**config.mk**
```make
export PLATFORM = sky130hd
export DESIGN_NAME = utf8_scalar_hash_colour_pick
export DESIGN_NICKNAME = d
export VERILOG_FILES = /design/src/rtl/ushcp_pkg.sv /design/src/rtl/ushcp_front.sv /design/src/rtl/ushcp_queue.sv /design/src/rtl/ushcp_back.sv /design/src/rtl/utf8_scalar_hash_colour_pick.sv
export VERILOG_INCLUDE_DIRS = /design/src /design/src/rtl
export SDC_FILE = /design/constraint.sdc
export NUM_CORES = 1
export LEC_CHECK = 0
export BUFFER_PORTS_ARGS = -buffer_cell sky130_fd_sc_hd__buf_2
export CAP_MARGIN = 10
export CORE_MARGIN = 2
export CORE_UTILIZATION = 30
export CTS_BUF_LIST = sky130_fd_sc_hd__clkbuf_2
export CTS_CLUSTER_DIAMETER = 80
export DETAILED_ROUTE_END_ITERATION = 8
export PLACE_DENSITY = 0.42
export SLEW_MARGIN = 10
export SYNTH_ARGS = -nofsm -noshare
export SYNTH_HDL_FRONTEND = slang
export SYNTH_HIERARCHICAL = 1
export SYNTH_SLANG_ARGS = --single-unit
```
**constraint.sdc**
```tcl
create_clock -name clk -period 17.7 [get_ports clk]
set_input_delay 3.54 -clock clk [delete_from_list [all_inputs] [get_ports clk]]
set_output_delay 3.54 -clock clk [all_outputs]
set_load 0.005 [all_outputs]
```
**src/rtl/assert_macros.svh**
```systemverilog
// Assertion macros used by the RTL queue module.
`ifndef ASSERT_MACROS_SVH
`define ASSERT_MACROS_SVH

// Check that a condition never holds at a clock edge outside reset.
`define USHCP_ASSERT_NEVER(lbl, cond) \
    lbl: assert property (@(posedge clk) disable iff (!rst_n) !(cond)) \
        else $error("never-condition violated");

// Check that a condition implies a consequence in the next cycle.
`define USHCP_ASSERT_NEXT(lbl, cond, conseq) \
    lbl: assert property (@(posedge clk) disable iff (!rst_n) (cond) |=> (conseq)) \
        else $error("next-cycle implication violated");

`endif

```
**src/rtl/ushcp_pkg.sv**
```systemverilog
// Types, constants and a helper function for the UTF-8 hash colour picker.
package ushcp_pkg;

    localparam int SCALAR_W = 21;
    localparam int QDEPTH   = 4;
    localparam int QPTR_W   = 2;
    localparam int QCNT_W   = 3;

    typedef struct packed {
        logic [7:0] byte_value;
        logic       last_byte;
    } in_item_t;

    typedef struct packed {
        logic [2:0]  colour_index;
        logic [23:0] fill_colour;
    } out_item_t;

    typedef struct packed {
        logic [SCALAR_W-1:0] scalar;
        logic                last;
    } scalar_op_t;

    typedef struct packed {
        logic full;
        logic empty;
    } q_status_t;

    typedef enum logic [1:0] {
        BK_FOLD,
        BK_ABS,
        BK_MOD,
        BK_DONE
    } bk_state_t;

    localparam logic [23:0] COLOUR_TABLE [6] = '{
        24'hBF8056,
        24'h53A655,
        24'h5285CC,
        24'hAA60BF,
        24'hB89F53,
        24'h6D5AC7
    };

    function automatic logic [23:0] colour_pick(input logic [5:0] r);
        logic [5:0] v;
        v = r;
        if (v >= 6'd48) v = v - 6'd48;
        if (v >= 6'd24) v = v - 6'd24;
        if (v >= 6'd12) v = v - 6'd12;
        if (v >= 6'd6)  v = v - 6'd6;
        return COLOUR_TABLE[v[2:0]];
    endfunction

endpackage

```
**src/rtl/ushcp_front.sv**
```systemverilog
// Front end: accepts bytes, runs the lenient UTF-8 decoder, emits scalars.
module ushcp_front
    import ushcp_pkg::*;
(
    input  logic       clk,
    input  logic       rst_n,
    input  logic       byte_valid,
    output logic       byte_stall,
    input  in_item_t   byte_item,
    input  q_status_t  q_status,
    output logic       push,
    output scalar_op_t push_op
);

    logic       busy_reg, busy_next;
    logic [7:0] work_byte_reg, work_byte_next;
    logic       work_last_reg, work_last_next;
    logic [2:0] seq_len_reg, seq_len_next;
    logic [7:0] lead_reg, lead_next;
    logic [7:0] held_reg [2];
    logic [7:0] held_next [2];
    logic [1:0] nheld_reg, nheld_next;
    logic [1:0] fptr_reg, fptr_next;

    logic       cont;
    logic [2:0] needed;
    logic [2:0] nh1;
    logic       complete;
    logic       hold;
    logic       brk;
    logic [2:0] lead_len;
    logic       done;
    logic [1:0] fidx;
    logic [SCALAR_W-1:0] decoded;

    always_comb
    begin
        case (work_byte_reg) inside
            8'b110?????: lead_len = 3'd2;
            8'b1110????: lead_len = 3'd3;
            8'b11110???: lead_len = 3'd4;
            default:     lead_len = 3'd1;
        endcase
    end

    always_comb
    begin
        case (seq_len_reg)
            3'd2:    decoded = {10'd0, lead_reg[4:0], work_byte_reg[5:0]};
            3'd3:    decoded = {5'd0, lead_reg[3:0], held_reg[0][5:0], work_byte_reg[5:0]};
            default: decoded = {lead_reg[2:0], held_reg[0][5:0], held_reg[1][5:0],
                                work_byte_reg[5:0]};
        endcase
    end

    assign cont     = (work_byte_reg[7:6] == 2'b10);
    assign needed   = seq_len_reg - 3'd1;
    assign nh1      = {1'b0, nheld_reg} + 3'd1;
    assign complete = (seq_len_reg != 3'd0) && cont && (nh1 == needed);
    assign hold     = (seq_len_reg != 3'd0) && cont && !work_last_reg && (nh1 < needed);
    assign brk      = (seq_len_reg != 3'd0) && !complete && !hold;
    assign fidx     = fptr_reg - 2'd1;

    always_comb
    begin
        busy_next      = busy_reg;
        work_byte_next = work_byte_reg;
        work_last_next = work_last_reg;
        seq_len_next   = seq_len_reg;
        lead_next      = lead_reg;
        held_next      = held_reg;
        nheld_next     = nheld_reg;
        fptr_next      = fptr_reg;
        push           = 1'b0;
        push_op        = '{scalar: {13'd0, work_byte_reg}, last: work_last_reg};
        done           = 1'b0;

        if (busy_reg)
        begin
            if (brk)
            begin
                if (!q_status.full)
                begin
                    push = 1'b1;
                    if (fptr_reg == 2'd0)
                        push_op = '{scalar: {13'd0, lead_reg}, last: 1'b0};
                    else
                        push_op = '{scalar: {13'd0, held_reg[fidx[0]]}, last: 1'b0};
                    if (fptr_reg == nheld_reg)
                    begin
                        seq_len_next = 3'd0;
                        fptr_next    = 2'd0;
                    end
                    else
                    begin
                        fptr_next = fptr_reg + 2'd1;
                    end
                end
            end
            else if (complete)
            begin
                if (!q_status.full)
                begin
                    push         = 1'b1;
                    push_op      = '{scalar: decoded, last: work_last_reg};
                    seq_len_next = 3'd0;
                    done         = 1'b1;
                end
            end
            else if (hold)
            begin
                held_next[nheld_reg[0]] = work_byte_reg;
                nheld_next              = nheld_reg + 2'd1;
                done                    = 1'b1;
            end
            else if ((lead_len > 3'd1) && !work_last_reg)
            begin
                lead_next    = work_byte_reg;
                seq_len_next = lead_len;
                nheld_next   = 2'd0;
                fptr_next    = 2'd0;
                done         = 1'b1;
            end
            else if (!q_status.full)
            begin
                push = 1'b1;
                done = 1'b1;
            end
        end

        byte_stall = busy_reg && !done;

        if (byte_valid && !byte_stall)
        begin
            busy_next      = 1'b1;
            work_byte_next = byte_item.byte_value;
            work_last_next = byte_item.last_byte;
        end
        else if (done)
        begin
            busy_next = 1'b0;
        end
    end

    always_ff @(posedge clk or negedge rst_n)
    begin
        if (!rst_n)
        begin
            busy_reg    <= 1'b0;
            seq_len_reg <= 3'd0;
            nheld_reg   <= 2'd0;
            fptr_reg    <= 2'd0;
        end
        else
        begin
            busy_reg    <= busy_next;
            seq_len_reg <= seq_len_next;
            nheld_reg   <= nheld_next;
            fptr_reg    <= fptr_next;
        end
    end

    always_ff @(posedge clk)
    begin
        work_byte_reg <= work_byte_next;
        work_last_reg <= work_last_next;
        lead_reg      <= lead_next;
        held_reg      <= held_next;
    end

endmodule

```
**src/rtl/ushcp_queue.sv**
```systemverilog
// Scalar queue between the decoder and the hash engine.
`include "assert_macros.svh"

module ushcp_queue
    import ushcp_pkg::*;
(
    input  logic       clk,
    input  logic       rst_n,
    input  logic       push,
    input  scalar_op_t push_op,
    input  logic       pop,
    output scalar_op_t pop_op,
    output q_status_t  q_status
);

    scalar_op_t        mem_reg [QDEPTH];
    logic [QPTR_W-1:0] wptr_reg, wptr_next;
    logic [QPTR_W-1:0] rptr_reg, rptr_next;
    logic [QCNT_W-1:0] count_reg, count_next;

    assign q_status.full  = (count_reg == QCNT_W'(QDEPTH));
    assign q_status.empty = (count_reg == '0);
    assign pop_op         = mem_reg[rptr_reg];

    always_comb
    begin
        wptr_next  = push ? wptr_reg + 1'b1 : wptr_reg;
        rptr_next  = pop ? rptr_reg + 1'b1 : rptr_reg;
        count_next = count_reg + QCNT_W'(push) - QCNT_W'(pop);
    end

    always_ff @(posedge clk or negedge rst_n)
    begin
        if (!rst_n)
        begin
            wptr_reg  <= '0;
            rptr_reg  <= '0;
            count_reg <= '0;
        end
        else
        begin
            wptr_reg  <= wptr_next;
            rptr_reg  <= rptr_next;
            count_reg <= count_next;
        end
    end

    always_ff @(posedge clk)
    begin
        if (push)
            mem_reg[wptr_reg] <= push_op;
    end

    `USHCP_ASSERT_NEVER(a_no_push_full, push && q_status.full)
    `USHCP_ASSERT_NEVER(a_no_pop_empty, pop && q_status.empty)
    `USHCP_ASSERT_NEXT(a_push_only_fills, push && !pop, count_reg == $past(count_reg) + 1'b1)

endmodule

```
**src/rtl/ushcp_back.sv**
```systemverilog
// Back end: folds scalars into the hash, reduces it and drives the result.
module ushcp_back
    import ushcp_pkg::*;
#(
    parameter int PALETTE_SIZE = 6
)
(
    input  logic       clk,
    input  logic       rst_n,
    input  q_status_t  q_status,
    input  scalar_op_t pop_op,
    output logic       pop,
    output logic       colour_valid,
    input  logic       colour_stall,
    output out_item_t  colour_item
);

    localparam int REM_W = (PALETTE_SIZE > 1) ? $clog2(PALETTE_SIZE) : 1;
    localparam int SUM_W = 14;

    function automatic logic [95:0] hex_weights();
        logic [95:0] w;
        int          r;
        w = '0;
        r = 1 % PALETTE_SIZE;
        for (int k = 0; k < 16; k++)
        begin
            w[6*k +: 6] = 6'(r);
            r = (r * 16) % PALETTE_SIZE;
        end
        return w;
    endfunction

    localparam logic [95:0] HEX_WEIGHTS = hex_weights();

    bk_state_t        state_reg, state_next;
    logic [63:0]      hash_reg, hash_next;
    logic [REM_W-1:0] rem_reg, rem_next;
    logic [1:0]       dig_reg, dig_next;
    logic [SUM_W-1:0] sum_reg, sum_next;
    logic             valid_reg, valid_next;
    out_item_t        item_reg, item_next;
    logic [5:0]       wt;
    logic [SUM_W-1:0] sum_part;
    logic [SUM_W-1:0] sum_hi;
    logic [SUM_W-1:0] sum_lo;

    always_comb
    begin
        sum_part = '0;
        wt       = '0;
        for (int k = 0; k < 8; k++)
        begin
            wt       = dig_reg[0] ? HEX_WEIGHTS[6*(k+8) +: 6] : HEX_WEIGHTS[6*k +: 6];
            sum_part = sum_part + SUM_W'(hash_reg[4*k +: 4]) * SUM_W'(wt);
        end
        sum_hi = sum_reg;
        for (int k = 7; k >= 4; k--)
        begin
            if (sum_hi >= SUM_W'(PALETTE_SIZE << k))
                sum_hi = sum_hi - SUM_W'(PALETTE_SIZE << k);
        end
        sum_lo = sum_reg;
        for (int k = 3; k >= 0; k--)
        begin
            if (sum_lo >= SUM_W'(PALETTE_SIZE << k))
                sum_lo = sum_lo - SUM_W'(PALETTE_SIZE << k);
        end
    end

    always_comb
    begin
        state_next = state_reg;
        hash_next  = hash_reg;
        rem_next   = rem_reg;
        dig_next   = dig_reg;
        sum_next   = sum_reg;
        valid_next = valid_reg && colour_stall;
        item_next  = item_reg;
        pop        = 1'b0;

        case (state_reg)
            BK_FOLD:
            begin
                if (!q_status.empty)
                begin
                    pop       = 1'b1;
                    hash_next = (hash_reg << 5) - hash_reg + 64'(pop_op.scalar);
                    if (pop_op.last)
                        state_next = BK_ABS;
                end
            end
            BK_ABS:
            begin
                hash_next  = hash_reg[63] ? (~hash_reg + 64'd1) : hash_reg;
                rem_next   = '0;
                dig_next   = 2'd0;
                state_next = BK_MOD;
            end
            BK_MOD:
            begin
                dig_next = dig_reg + 2'd1;
                if (dig_reg == 2'd0)
                begin
                    sum_next  = sum_part;
                    hash_next = hash_reg >> 32;
                end
                else if (dig_reg == 2'd1)
                begin
                    sum_next = sum_reg + sum_part;
                end
                else if (dig_reg == 2'd2)
                begin
                    sum_next = sum_hi;
                end
                else
                begin
                    rem_next   = sum_lo[REM_W-1:0];
                    state_next = BK_DONE;
                end
            end
            BK_DONE:
            begin
                if (!valid_reg || !colour_stall)
                begin
                    valid_next             = 1'b1;
                    item_next.colour_index = 3'(rem_reg);
                    item_next.fill_colour  = colour_pick(6'(rem_reg));
                    hash_next              = '0;
                    state_next             = BK_FOLD;
                end
            end
            default:
            begin
                state_next = BK_FOLD;
            end
        endcase
    end

    always_ff @(posedge clk or negedge rst_n)
    begin
        if (!rst_n)
        begin
            state_reg <= BK_FOLD;
            hash_reg  <= '0;
            valid_reg <= 1'b0;
        end
        else
        begin
            state_reg <= state_next;
            hash_reg  <= hash_next;
            valid_reg <= valid_next;
        end
    end

    always_ff @(posedge clk)
    begin
        rem_reg  <= rem_next;
        dig_reg  <= dig_next;
        sum_reg  <= sum_next;
        item_reg <= item_next;
    end

    assign colour_valid = valid_reg;
    assign colour_item  = item_reg;

endmodule

```
**src/rtl/utf8_scalar_hash_colour_pick.sv**
```systemverilog
// The decoder takes a new byte when idle or as it finishes the last; a broken sequence is
// first flushed byte by byte as scalars. The hash engine pops and folds scalars while the
// queue is not empty and no result is in work; the queue holds up to 4 scalars between the
// two. After the last scalar of a name the engine takes the absolute value, computes the
// modulo (two weighted digit sums, two reduction steps) and then loads the result.
// Reset clears the decoder, the queue, the hash and the result valid at once.
module utf8_scalar_hash_colour_pick
    import ushcp_pkg::*;
#(
    parameter int PALETTE_SIZE = 6
)
(
    input  logic      clk,
    input  logic      rst_n,
    input  logic      byte_valid,
    output logic      byte_stall,
    input  in_item_t  byte_item,
    output logic      colour_valid,
    input  logic      colour_stall,
    output out_item_t colour_item
);

    q_status_t  q_status;
    logic       push;
    scalar_op_t push_op;
    logic       pop;
    scalar_op_t pop_op;

    ushcp_front u_front (
        .clk        (clk),
        .rst_n      (rst_n),
        .byte_valid (byte_valid),
        .byte_stall (byte_stall),
        .byte_item  (byte_item),
        .q_status   (q_status),
        .push       (push),
        .push_op    (push_op)
    );

    ushcp_queue u_queue (
        .clk      (clk),
        .rst_n    (rst_n),
        .push     (push),
        .push_op  (push_op),
        .pop      (pop),
        .pop_op   (pop_op),
        .q_status (q_status)
    );

    ushcp_back #(
        .PALETTE_SIZE (PALETTE_SIZE)
    ) u_back (
        .clk          (clk),
        .rst_n        (rst_n),
        .q_status     (q_status),
        .pop_op       (pop_op),
        .pop          (pop),
        .colour_valid (colour_valid),
        .colour_stall (colour_stall),
        .colour_item  (colour_item)
    );

endmodule
```
# --- After elaboration in Yosys (flattened, before gate mapping) ---
# Memories as Yosys holds them, arrays and structs flattened. A register that Yosys moved wholly into a read port is not among the register bits.
# Index checks and enable logic that the tools add are counted.
totals:
  word_cells: 224
  n_memories: 2
  ram_bits: 88
  mem_bits_ro: 192
  ff_bits: 137
  output_inout_bits: 29
mem_list:
  columns: ["memory", "words", "word_bits", "read_ports", "rd_clocked_by_memory_dff", "wr", "line_no", "source"]
  rows:
  - ["(name not given)", 8, 24, 1, 1, 0, "ushcp_pkg.sv:52", "return COLOUR_TABLE[v[2:0]];"]
  - ["u_queue.mem_reg", 4, 22, 1, 0, 1, "ushcp_queue.sv:16", "scalar_op_t mem_reg [QDEPTH];"]
classes:
  bitwise_logic: 7
  n_mux: 81
  n_eq_ne: 28
  n_reduce_logical: 41
  addsub: 30
  mul: 1
  magnitude_cmp: 14
ops:
  columns: ["cell", "count"]
  rows:
  - ["two-way mux 64 bit", 4]
  - ["case mux 64 bit (4 select lines)", 1]
  - ["two-way mux 14 bit", 10]
  - ["two-way mux 22 bit", 5]
  - ["adder 14 x 6 -> 14 bit", 6]
  - ["adder 64 x 1 -> 64 bit (second input constant)", 1]
  - ["adder 64 x 21 -> 64 bit", 1]
  - ["NOT 64 bit", 1]
  - ["subtractor 64 bit", 1]
  - ["two-way mux 3 bit", 18]
  - ["case mux 21 bit (2 select lines)", 1]
  - ["two-way mux 8 bit", 4]
  - ["two-way mux 2 bit", 13]
  - ["!= test 2 bit (second input constant)", 10]
  - ["two-way mux 1 bit", 19]
  - ["bitwise mux 16 bit", 1]
  - ["AND reduction 4 bit", 4]
  - ["adder 14 bit", 1]
  - ["greater-or-equal comparator 14 x 10 -> 1 bit (second input constant)", 1]
  - ["greater-or-equal comparator 14 x 3 -> 1 bit (second input constant)", 1]
  - ["greater-or-equal comparator 14 x 4 -> 1 bit (second input constant)", 1]
  - ["greater-or-equal comparator 14 x 5 -> 1 bit (second input constant)", 1]
  - ["greater-or-equal comparator 14 x 6 -> 1 bit (second input constant)", 1]
  - ["greater-or-equal comparator 14 x 7 -> 1 bit (second input constant)", 1]
  - ["other kinds (52)", 95]

# --- Longest topological paths before layout ---
# Gate-level depths: netlist (run 1).
depth:
  depth_word: 16
  ltp_mapped: 28

# --- Hierarchy ---
# The synthesis (run 1) kept the hierarchy.
modules_own_cells:
  columns: ["module", "area_per_inst_um2", "seq_area_each_um2", "instances", "cells_each"]
  rows:
  - ["ushcp_back", 14183.6, 2937.8, 1, 1761]
  - ["ushcp_queue", 3601.0, 2817.7, 1, 149]
  - ["ushcp_front", 2235.9, 1191.1, 1, 201]

# --- Worst setup path after synthesis (run 1) ---
# No wires, ideal clock.
synth_path:
  kind: "input port to flip-flop"
  startpoint: "input port colour_stall"
  endpoint: "register u_back/colour_item[0] (netlist name)"
  path_stages: 1
  t_required_ps: 17262
  arrival_time_ps: 5251
  setup_slack_ps: 12010
  path_buffers: 0
  setup_time_ps: 438
  path_cell_list: "a21boi_0"
synth_via:
  elab_chain_len: 3
synth_lines:
  columns: ["item", "line_no", "source"]
  rows:
  - ["start, declared", "utf8_scalar_hash_colour_pick.sv:19", "input logic colour_stall,"]
  - ["zero test 1 bit", "ushcp_back.sv:124", "if (!valid_reg || !colour_stall)"]
  - ["logical OR 1 bit", "ushcp_back.sv:124", null]
  - ["AND reduction 2 bit (no line)", null, null]
# Every way passes these cells.
# A chain may end at the register's enable or synchronous reset.

# --- Worst setup path after layout (run 1) ---
layout_path:
  startpoint: "register u_front.nheld_reg[0]"
  endpoint: "output port byte_stall"
layout_via:
  elab_chain_len: 10
layout_lines:
  columns: ["item", "line_no", "source"]
  rows:
  - ["start, declared", "ushcp_front.sv:22", "logic [1:0] nheld_reg, nheld_next;"]
  - ["start signal, assigned", "ushcp_front.sv:158", "nheld_reg <= nheld_next;"]
  - ["adder 2 x 1 -> 3 bit (*)", "ushcp_front.sv:58", "assign nh1 = {1'b0, nheld_reg} + 3'd1;"]
  - ["branches (longest 5 deep; another with less-than comparator 3 bit)", null, null]
  - ["two-way mux 1 bit (*)", "ushcp_front.sv:80", "if (brk)"]
  - ["two-way mux 1 bit (*)", "ushcp_front.sv:78", "if (busy_reg)"]
  - ["zero test 1 bit (*)", "ushcp_front.sv:131", "byte_stall = busy_reg && !done;"]
  - ["logical AND 1 bit (*)", "ushcp_front.sv:131", null]
  - ["end, declared", "utf8_scalar_hash_colour_pick.sv:16", "output logic byte_stall,"]
# Every way passes the cells marked *.

==> results of run 1 <==
worst paths after layout:
path	from	to	slack [ns]	cells after the start
max	u_front/nheld_reg[0]$_DFFE_PN0P_	byte_stall	11.05	7
min	u_back/rem_reg[1]$_SDFFCE_PN0P_	u_back/colour_item[25]$_DFFE_PP_	0.51	0
max reg2reg	u_back/sum_reg[5]$_DFFE_PP_	u_back/sum_reg[13]$_SDFFCE_PP0P_	11.72	18
min reg2reg	u_back/rem_reg[1]$_SDFFCE_PN0P_	u_back/colour_item[25]$_DFFE_PP_	0.51	0
max in group asynchronous	rst_n	u_queue/wptr_reg[1]$_DFFE_PN0P_	14.03	2
min in group asynchronous	rst_n	u_back/hash_reg[27]$_DFFE_PN0P_	2.56	1
metrics by stage:
stage / hold slack [ns] / cell area [µm²] / utilization, %
after floorplan: 0.448 / 20000 / -
after global placement: 0.494 / 21100 / 32.0
after detailed placement: 0.509 / 21100 / 32.0
after CTS: 0.509 / 21800 / 33.0
after global routing: 0.512 / 21800 / 33.0
final: 0.505 / 21800 / 33.0
critical path, delay by kind of cell (launching register included):
family | cells | cell delay, ns
adders and majority gates | 2 | 0.68
buffers and inverters | 1 | 0.14
DFF | 1 | 0.47
and+or+nand+nor | 1 | 0.15
AOI/OAI and AO/OA | 3 | 0.65
layer usage:
| layer | vias to the layer above | wire length, µm |
|---|---|---|
| met5 | - | 0 |
| met4 | 0 | 1150 |
| met3 | 69 | 2820 |
| met2 | 418 | 27800 |
| met1 | 7883 | 27900 |
| li1 | 7926 | - |
cell type report:
class	instances	area (µm²)
fill	6908	44100
antenna	2	5.00
inverter	189	709
tap	864	1080
clock buffer	108	541
timing repair buffer	62	365
multi-input combinational	1592	12000
sequential	245	6950
clock inverter	30	153
cells in the mapped netlist (all sizes together), types with 19 or more instances:
| cell type | n |
|---|---|
| inv | 188 |
| ha | 179 |
| a21oi | 176 |
| edfxtp | 163 |
| nand2 | 141 |
| nor2 | 136 |
| o21ai | 125 |
| xnor2 | 85 |
| dfrtp | 82 |
| nor3 | 72 |
| clkbuf | 62 |
| a21o | 55 |
| nand3 | 43 |
| fa | 41 |
| xor2 | 37 |
| a211oi | 31 |
| and2 | 31 |
| nand2b | 27 |
| a22oi | 26 |
| a221oi | 25 |
| buf | 23 |
| mux4 | 22 |
| nand4 | 22 |
| nor2b | 22 |
| nor4 | 21 |
| mux2i | 19 |
| o21bai | 19 |
| o31ai | 19 |
cell families (layout without fill, tap and decap cells):
logic type | count (synthesis) | count (layout) | synth area share (%)
adders and majority gates | 220 | 220 | 15.3
buffers and inverters | 274 | 389 | 5.64
AOI/OAI and AO/OA | 607 | 607 | 19.8
and+or+nand+nor | 596 | 596 | 15.5
other | 1 | 3 | 0.0187
xor gates and xnor gates | 122 | 122 | 5.34
DFF | 245 | 245 | 34.7
muxes | 46 | 46 | 3.78
==> summary.txt, run 1 <==
GRT
  • First-pass GRT wire length: 94,700 µm
  • Largest net degree at the start of global routing: 70
  • Initial antenna violation count: 1
  • Total congestion overflow: 0
  • GRT busiest layer: met2
  • Met2 Track Usage GR: 27.7%
  • Met1 usage: 23.9%
  • Overall routing resource usage: 17.3%
  • Vias in the first global route: 16,200
  • Global Route met3 Usage: 2.83%

Timing
  • Setup_tns: 0 ns
  • Minimum clock period: 6.65 ns
  • Relative slew slack: 34.0%
  • Skew final: 0.108 ns
  • Slew Limit Fails: 0
  • Least-Margin Pin Slew: 0.981 ns
  • RSZ-0062 raised after global routing: false
  • Max Clock Freq: 0.150 GHz
  • Period utilization: 37.6%
  • Final setup fails: 0
  • Final WS setup: 11.05 ns
  • Final Hold Violating Endpoints: 0

Route
  • Post-route DRC: 0
  • Antenna Nets Post-Route: 0
  • Drt first pass iters: 5
  • DR iter-0 viols: 1,155
  • Wire length per cell: 19.3 µm
  • Routed Wire Length: 59,700 µm
  • Avg Vias per Cell: 5.27
  • Via count: 16,300

Clock network
  • Cts repair resizes: 0
  • CTS Buffer Depth: 3
  • CTS root buf: clkbuf_2
  • Hold-fix buffers, CTS: 0
  • Clock-pin slew on the worst setup and hold paths: 0.10 ns
  • Post-CTS Setup Inserts: 0
  • Clk Latency, worst-skew pair: 1.04 ns
  • CTS Sinks: 245
  • CTS tree: built
  • CTS Buf Count: 76
  • H-tree levels: 3

Logic synthesis
  • Sequential area share after synthesis: 34.7%
  • Post-Synthesis Cells: 2,111
  • Synth Register Bits: 245
  • Mapped Area: 20,000 µm²
  • Share of Yosys cell area claimed by the top area cell type: 24.4%
  • Yosys top cell by area: edfxtp_1
  • Distinct cells, synth: 96
  • Dominant synthesized flop cell: edfxtp_1
  • Ys Warns: 6
  • Synth async-reset ratio: 33.5%
  • Ranking of synthesized cells by area: edfxtp_1, ha_1, dfrtp_1
  • Post-Syn Nets: 2,344
  • Synthesized area per cell: 9.48 µm²
  • Post-synth EDFFs: 163

Finish
  • Layout Nets: 2,399
  • Finished Layout Cells: 3,092
  • Largest register FFs: 88
  • Commonest non-fill, non-tap cell in the layout: inv_1
  • Share of layout cells above drive strength 1: 11.1%
  • Commonest cells after routing, fill and taps aside: inv_1, ha_1, a21oi_1, edfxtp_1, nand2_1
  • Area Growth Syn to Fin: 8.71%

Placement
  • Placed insts: 2,952
  • Port bufs: 41
  • HPWL after DPL: 44,500 µm
  • Pre-CTS WS: 11.71 ns
  • Routability congestion estimate: 0.834

Die
  • Die W: 262 µm
  • Die area: 68,800 µm²
  • I/O pin cnt: 42
  • Die height: 262 µm
  • Number of core rows: 94
  • Core area: 65,900 µm²
  • Initial Util: 30.4%

Worst setup path
  • Critical-path cell list: ha_1 -> ha_1 -> nor2b_1 -> o21a_1 -> o31ai_2 -> a211oi_2 -> buf_2
  • CP endpoint kind: primary output
  • CP max FO: 6
  • Critical path's most frequent cell: ha_1
  • Startpoint class of the critical path: flop
  • Crit-path slowest cell: dfrtp_1
  • Worst EP required: 14.16 ns
  • Critical path class: reg2out
  • Arr. time, crit path: 3.11 ns
  • Crit-path max cell delay: 0.47 ns

Min path
  • Hold WC Path Type: reg2reg

Run status
  • Status: finished, final reports clean

Run
  • Max cap viols: 0
Power of run 1 is left out: the tool's default activity adds up to more than one toggle a clock period on the data nets, which glitch-free logic cannot reach.
==> run 2: changes to the inputs <==
==> constraint.sdc (replaced) <==
create_clock -name clk -period 6.5 [get_ports clk]
set_input_delay 1.3 -clock clk [delete_from_list [all_inputs] [get_ports clk]]
set_output_delay 1.3 -clock clk [all_outputs]
set_load 0.005 [all_outputs]
==> run 2 against run 1 <==
Against the previous run: core utilization increased by 0.31 points; wire length rose by 2.1%; first-iteration DRC count fell by 3.5%; highest routed layer unchanged.
==> summary.txt, run 2 (synthesized netlist as in run 1, its figures left out) <==
Route
  • DR iter-0 viols: 1,115 (was 1,155)
  • Drt first pass iters: 5 (unchanged)
  • Wire length per cell: 19.6 µm (was 19.3 µm)
  • Avg Vias per Cell: 5.28 (was 5.27)
  • Met2 wire length: 27,500 µm (was 27,800 µm)
  • Antenna Nets Post-Route: 0 (unchanged)
  • Via count: 16,400 (was 16,300)
  • DRT met1 WL: 29,500 µm (was 27,900 µm)
  • Routed Wire Length: 60,900 µm (was 59,700 µm)
  • Top sig layer: met4 (unchanged)
  • DR WL met3: 2500 µm (was 2820 µm)
  • Post-route DRC: 0 (unchanged)

Timing
  • Max Clock Freq: 0.169 GHz
  • Period utilization: 91.2%
  • Setup_tns: 0 ns (unchanged)
  • Final Hold Violating Endpoints: 0 (unchanged)
  • Final setup fails: 0 (unchanged)
  • Minimum clock period: 5.93 ns
  • Least-Margin Pin Slew: 1.03 ns (was 0.981 ns)
  • RSZ-0062 raised after global routing: false (unchanged)
  • Relative slew slack: 31.0% (was 34.0%)
  • Skew final: 0.117 ns (was 0.108 ns)
  • Slew Limit Fails: 0 (unchanged)

Die
  • Die height: 262 µm (unchanged)
  • Number of core rows: 94 (unchanged)
  • Die W: 262 µm (unchanged)
  • Initial Util: 30.4% (unchanged)
  • I/O pin cnt: 42 (unchanged)
  • Die area: 68,800 µm² (unchanged)
  • Core area: 65,900 µm² (unchanged)

Worst setup path
  • Worst EP required: 7.23 ns (was 14.16 ns)
  • Critical path class: reg2reg (was reg2out)
  • Arr. time, crit path: 6.65 ns (was 3.11 ns)
  • CP endpoint kind: flop (was primary output)
  • CP max FO: 12 (was 6)
  • Startpoint class of the critical path: flop (unchanged)

Clock network
  • Post-CTS Setup Inserts: 0 (unchanged)
  • CTS Buf Count: 75 (was 76)
  • Clk Latency, worst-skew pair: 1.06 ns (was 1.04 ns)
  • Hold-fix buffers, CTS: 0 (unchanged)
  • Clock-pin slew on the worst setup and hold paths: 0.09 ns (was 0.10 ns)
  • H-tree levels: 3 (unchanged)
  • Cts repair resizes: 0 (unchanged)
  • CTS Buffer Depth: 3 (unchanged)
  • CTS tree: built (unchanged)
  • CTS Sinks: 245 (unchanged)
  • CTS root buf: clkbuf_2 (unchanged)

GRT
  • First-pass GRT wire length: 96,100 µm (was 94,700 µm)
  • Total congestion overflow: 0 (unchanged)
  • Largest net degree at the start of global routing: 58 (was 70)
  • Vias in the first global route: 16,500 (was 16,200)
  • Overall routing resource usage: 17.5% (was 17.3%)
  • Initial antenna violation count: 3 (was 1)

Min path
  • Hold WC Path Type: in2async (was reg2reg)

Placement
  • HPWL after DPL: 45,600 µm (was 44,500 µm)
  • Routability congestion estimate: 0.861 (was 0.834)
  • Port bufs: 41 (unchanged)

Finish
  • Layout Nets: 2,415 (was 2,399)
  • Commonest cells after routing, fill and taps aside: inv_1, ha_1, a21oi_1, edfxtp_1, nand2_1 (unchanged)
  • Area Growth Syn to Fin: 9.74% (was 8.71%)
  • Largest register FFs: 88 (unchanged)
  • Share of layout cells above drive strength 1: 11.7% (was 11.1%)
  • Commonest non-fill, non-tap cell in the layout: inv_1 (unchanged)

Run status
  • Status: finished, final reports clean (unchanged)

Run
  • Max cap viols: 0 (unchanged)
[run 2: cell types whose count changed in the layout (fill, tap and decap cells not counted), moves of 2 or more]
cell,before,now
diode_2,2,5
clkbuf_2,108,103
clkinv_2,4,7
clkinvlp_4,2,0
buf_4,22,38
bufinv_16,0,3
[run 2: final cells by class]
class	instances	area, µm²
Multi-Input combinational cell	1592	12000
Sequential cell	245	6950
Clock buffer	103	515
Timing Repair Buffer	79	505
Tap cell	864	1080
Antenna cell	5	12.5
Inverter	189	709
Clock inverter	34	235
Fill cell	6920	43900
[run 2: final timing paths]
path | from | end | slack (ns) | cells past startpoint
max reg2reg | u_back/dig_reg[0]$_SDFFCE_PN0P_ | u_back/sum_reg[13]$_SDFFCE_PP0P_ | 0.57 | 24
min | rst_n | u_back/hash_reg[49]$_DFFE_PN0P_ | 0.37 | 1
max | u_back/dig_reg[0]$_SDFFCE_PN0P_ | u_back/sum_reg[13]$_SDFFCE_PP0P_ | 0.57 | 24
max in group asynchronous | rst_n | u_back/colour_valid$_DFF_PN0_ | 5.03 | 2
min reg2reg | u_back/rem_reg[1]$_SDFFCE_PN0P_ | u_back/colour_item[25]$_DFFE_PP_ | 0.46 | 0
min in group clk | byte_item[3] | u_front/work_byte_reg[2]$_DFFE_PP_ | 0.39 | 1
[run 2: metrics by stage]
step	area [µm²]	setup slack, ns	instances	util (%)	hold WS, ns
floorplan	20000	0.930	2111	-	0.448
global placement	21200	0.684	2969	32.2	0.501
detailed placement	21200	0.588	2969	32.2	0.511
CTS	22000	0.542	3106	33.3	0.242
global route	22000	0.0963	3111	33.4	0.228
finish	22000	0.573	3111	33.4	0.366
[run 2: critical path: stages, from the launching register on]
cell      delay, ns
edfxtp_1       0.57
inv_1          0.17
nor2_1         0.12
ha_1           0.15
inv_1          0.05
fa_1           0.47
inv_1          0.07
ha_1           0.30
a21o_1         0.16
a21oi_1        0.17
xnor2_1        0.09
ha_1           0.27
inv_1          0.05
fa_1           0.53
inv_1          0.04
ha_1           0.29
ha_1           0.34
xnor2_1        0.23
ha_1           0.31
a21oi_1        0.24
o21bai_1       0.10
a21oi_1        0.25
o21ai_0        0.15
xor2_1         0.15
a311o_1        0.36
[run 2: routing by layer]
| layer | global-route usage (%) | vias to the layer above |
|---|---|---|
| li1 | - | 7956 |
| met2 | 28.1 | 384 |
| met1 | 24.3 | 7986 |
| met4 | 5.25 | 0 |
| met3 | 2.73 | 90 |
| met5 | 0 | - |
Power of run 2 is left out for the same reason.
==> run 3: changes to the inputs <==
--- a/config.mk
+++ b/config.mk
@@ -9,11 +9,11 @@
 export BUFFER_PORTS_ARGS = -buffer_cell sky130_fd_sc_hd__buf_2
 export CAP_MARGIN = 10
 export CORE_MARGIN = 2
-export CORE_UTILIZATION = 30
+export CORE_UTILIZATION = 31
 export CTS_BUF_LIST = sky130_fd_sc_hd__clkbuf_2
 export CTS_CLUSTER_DIAMETER = 80
 export DETAILED_ROUTE_END_ITERATION = 8
-export PLACE_DENSITY = 0.42
+export PLACE_DENSITY = 0.43
 export SLEW_MARGIN = 10
 export SYNTH_ARGS = -nofsm -noshare
 export SYNTH_HDL_FRONTEND = slang
==> run 3 against run 2 <==
Against the previous run: non-clock buffer count grew 3; critical path depth shrank 6; flip-flop and latch count stayed put; global-route usage rose by 0.81 points.
==> summary.txt, run 3 (synthesized netlist as in run 1, its figures left out) <==
Finish
  • Area Growth Syn to Fin: 9.34% (was 9.74%)
  • Filler instances: 6,687 (was 6,920)
  • Commonest non-fill, non-tap cell in the layout: inv_1 (unchanged)
  • Commonest cells after routing, fill and taps aside: inv_1, ha_1, a21oi_1, edfxtp_1, nand2_1 (unchanged)
  • Multi-input gate area: 12,000 µm² (unchanged)
  • Reg area: 6950 µm² (unchanged)
  • Share of layout cells above drive strength 1: 11.8% (was 11.7%)
  • Layout Nets: 2,417 (was 2,415)
  • Largest register FFs: 88 (unchanged)

Timing
  • Least-Margin Pin Slew: 1.11 ns (was 1.03 ns)
  • Setup_tns: 0 ns (unchanged)
  • RSZ-0062 raised after global routing: false (unchanged)
  • Skew final: 0.132 ns (was 0.117 ns)
  • Period utilization: 92.0% (was 91.2%)
  • Final setup fails: 0 (unchanged)
  • Relative slew slack: 25.4% (was 31.0%)
  • Slew Limit Fails: 0 (unchanged)
  • Max Clock Freq: 0.167 GHz (was 0.169 GHz)
  • Final Hold Violating Endpoints: 0 (unchanged)
  • Minimum clock period: 5.98 ns (was 5.93 ns)

Placement
  • Routability congestion estimate: 0.875 (was 0.861)
  • HPWL after DPL: 45,400 µm (was 45,600 µm)
  • Port bufs: 41 (unchanged)

Die
  • Die W: 258 µm (was 262 µm)
  • Core area: 64,100 µm² (was 65,900 µm²)
  • Die height: 258 µm (was 262 µm)
  • Initial Util: 31.2% (was 30.4%)
  • Number of core rows: 93 (was 94)
  • I/O pin cnt: 42 (unchanged)
  • Die area: 66,600 µm² (was 68,800 µm²)

Worst setup path
  • CP endpoint kind: flop (unchanged)
  • Crit path buf inv count: 1 (was 5)
  • Critical-path cell list: inv_1 -> ha_1 -> nor3b_1 -> nor4b_4 -> nor3_2 -> nor3_1 -> nand3_1 -> and2_1 -> ha_1 -> a211oi_1 -> nor2_2 -> or4_1 -> and2_1 -> ha_1 -> or3_1 -> nor3_1 -> a2111oi_4 -> a311o_1 (was inv_1 -> nor2_1 -> ha_1 -> inv_1 -> fa_1 -> inv_1 -> ha_1 -> a21o_1 -> a21oi_1 -> xnor2_1 -> ha_1 -> inv_1 -> fa_1 -> inv_1 -> ha_1 -> ha_1 -> xnor2_1 -> ha_1 -> a21oi_1 -> o21bai_1 -> a21oi_1 -> o21ai_0 -> xor2_1 -> a311o_1)
  • CP max FO: 9 (was 12)
  • Critical path's most frequent cell: ha_1 (unchanged)
  • Crit-path leading delay family: simple AND/OR/NAND/NOR gates (was adder cells)
  • Critical path class: reg2reg (unchanged)
  • Worst EP required: 7.21 ns (was 7.23 ns)
  • Arr. time, crit path: 6.69 ns (was 6.65 ns)
  • Startpoint class of the critical path: flop (unchanged)
  • Crit-path max cell delay: 0.53 ns (was 0.57 ns)
  • Crit-path slowest cell: edfxtp_1 (unchanged)

Clock network
  • Clock-pin slew on the worst setup and hold paths: 0.10 ns (was 0.09 ns)
  • CTS Buf Count: 74 (was 75)
  • Hold-fix buffers, CTS: 0 (unchanged)
  • H-tree levels: 3 (unchanged)
  • CTS Sinks: 245 (unchanged)
  • CTS root buf: clkbuf_2 (unchanged)
  • CTS Buffer Depth: 3 (unchanged)
  • Clk Latency, worst-skew pair: 1.05 ns (was 1.06 ns)
  • CTS tree: built (unchanged)
  • Cts repair resizes: 0 (unchanged)
  • Post-CTS Setup Inserts: 0 (unchanged)

Route
  • Wire length per cell: 19.7 µm (was 19.6 µm)
  • Antenna Nets Post-Route: 0 (unchanged)
  • Via count: 16,500 (was 16,400)
  • DR iter-0 viols: 1,127 (was 1,115)
  • Avg Vias per Cell: 5.33 (was 5.28)
  • Drt first pass iters: 5 (unchanged)
  • Post-route DRC: 0 (unchanged)
  • Routed Wire Length: 60,800 µm (was 60,900 µm)

Min path
  • Hold WC Path Type: in2async (unchanged)

GRT
  • Vias in the first global route: 16,700 (was 16,500)
  • Total congestion overflow: 0 (unchanged)
  • First-pass GRT wire length: 96,200 µm (was 96,100 µm)
  • Overall routing resource usage: 18.3% (was 17.5%)
  • Initial antenna violation count: 1 (was 3)
  • Largest net degree at the start of global routing: 56 (was 58)

Run
  • Max cap viols: 0 (unchanged)

Run status
  • Status: finished, final reports clean (unchanged)
==> run 3: stage by stage <==
step                      utilization [%]  hold slack, ns  instances  worst slack (ns)  instance area (µm²)
after global routing                 34.1           0.236       3095            0.0802                21900
after CTS                            34.1           0.143       3093             0.516                21900
final                                34.1           0.280       3095             0.520                21900
after global placement               33.1           0.508       2963             0.661                21200
after detailed placement             33.1           0.501       2963             0.577                21200
after floorplan                         -           0.448       2111             0.930                20000
==> run 3: layer usage <==
metal	part of all wire (%)	vias up	track usage, %
li1	-	7944	-
met2	46	410	29.8
met4	2.6	0	6.10
met1	47	8039	24.8
met3	4.5	105	2.91
met5	0	-	0
==> run 3: worst paths after layout <==
kind | start | to | slack (ns) | cells after the start
min | rst_n | u_back/hash_reg[49]$_DFFE_PN0P_ | 0.28 | 1
min reg2reg | u_back/rem_reg[1]$_SDFFCE_PN0P_ | u_back/colour_item[25]$_DFFE_PP_ | 0.53 | 0
max in group asynchronous | rst_n | u_back/colour_valid$_DFF_PN0_ | 5.02 | 2
max reg2reg | u_back/sum_reg[4]$_DFFE_PP_ | u_back/sum_reg[13]$_SDFFCE_PP0P_ | 0.52 | 18
max | u_back/sum_reg[4]$_DFFE_PP_ | u_back/sum_reg[13]$_SDFFCE_PP0P_ | 0.52 | 18
min in group clk | byte_item[1] | u_front/work_byte_reg[0]$_DFFE_PP_ | 0.45 | 1
==> run 3: layout make-up <==
type                            instances  area share [%]
Clock inverter                         24           0.686
Inverter                              189            3.24
Tap cell                              855            4.89
Antenna cell                            2          0.0229
Multi-Input combinational cell       1592            54.7
Timing Repair Buffer                   82            2.35
Sequential cell                       245            31.7
Clock buffer                          106            2.42
Power of run 3 is left out for the same reason.
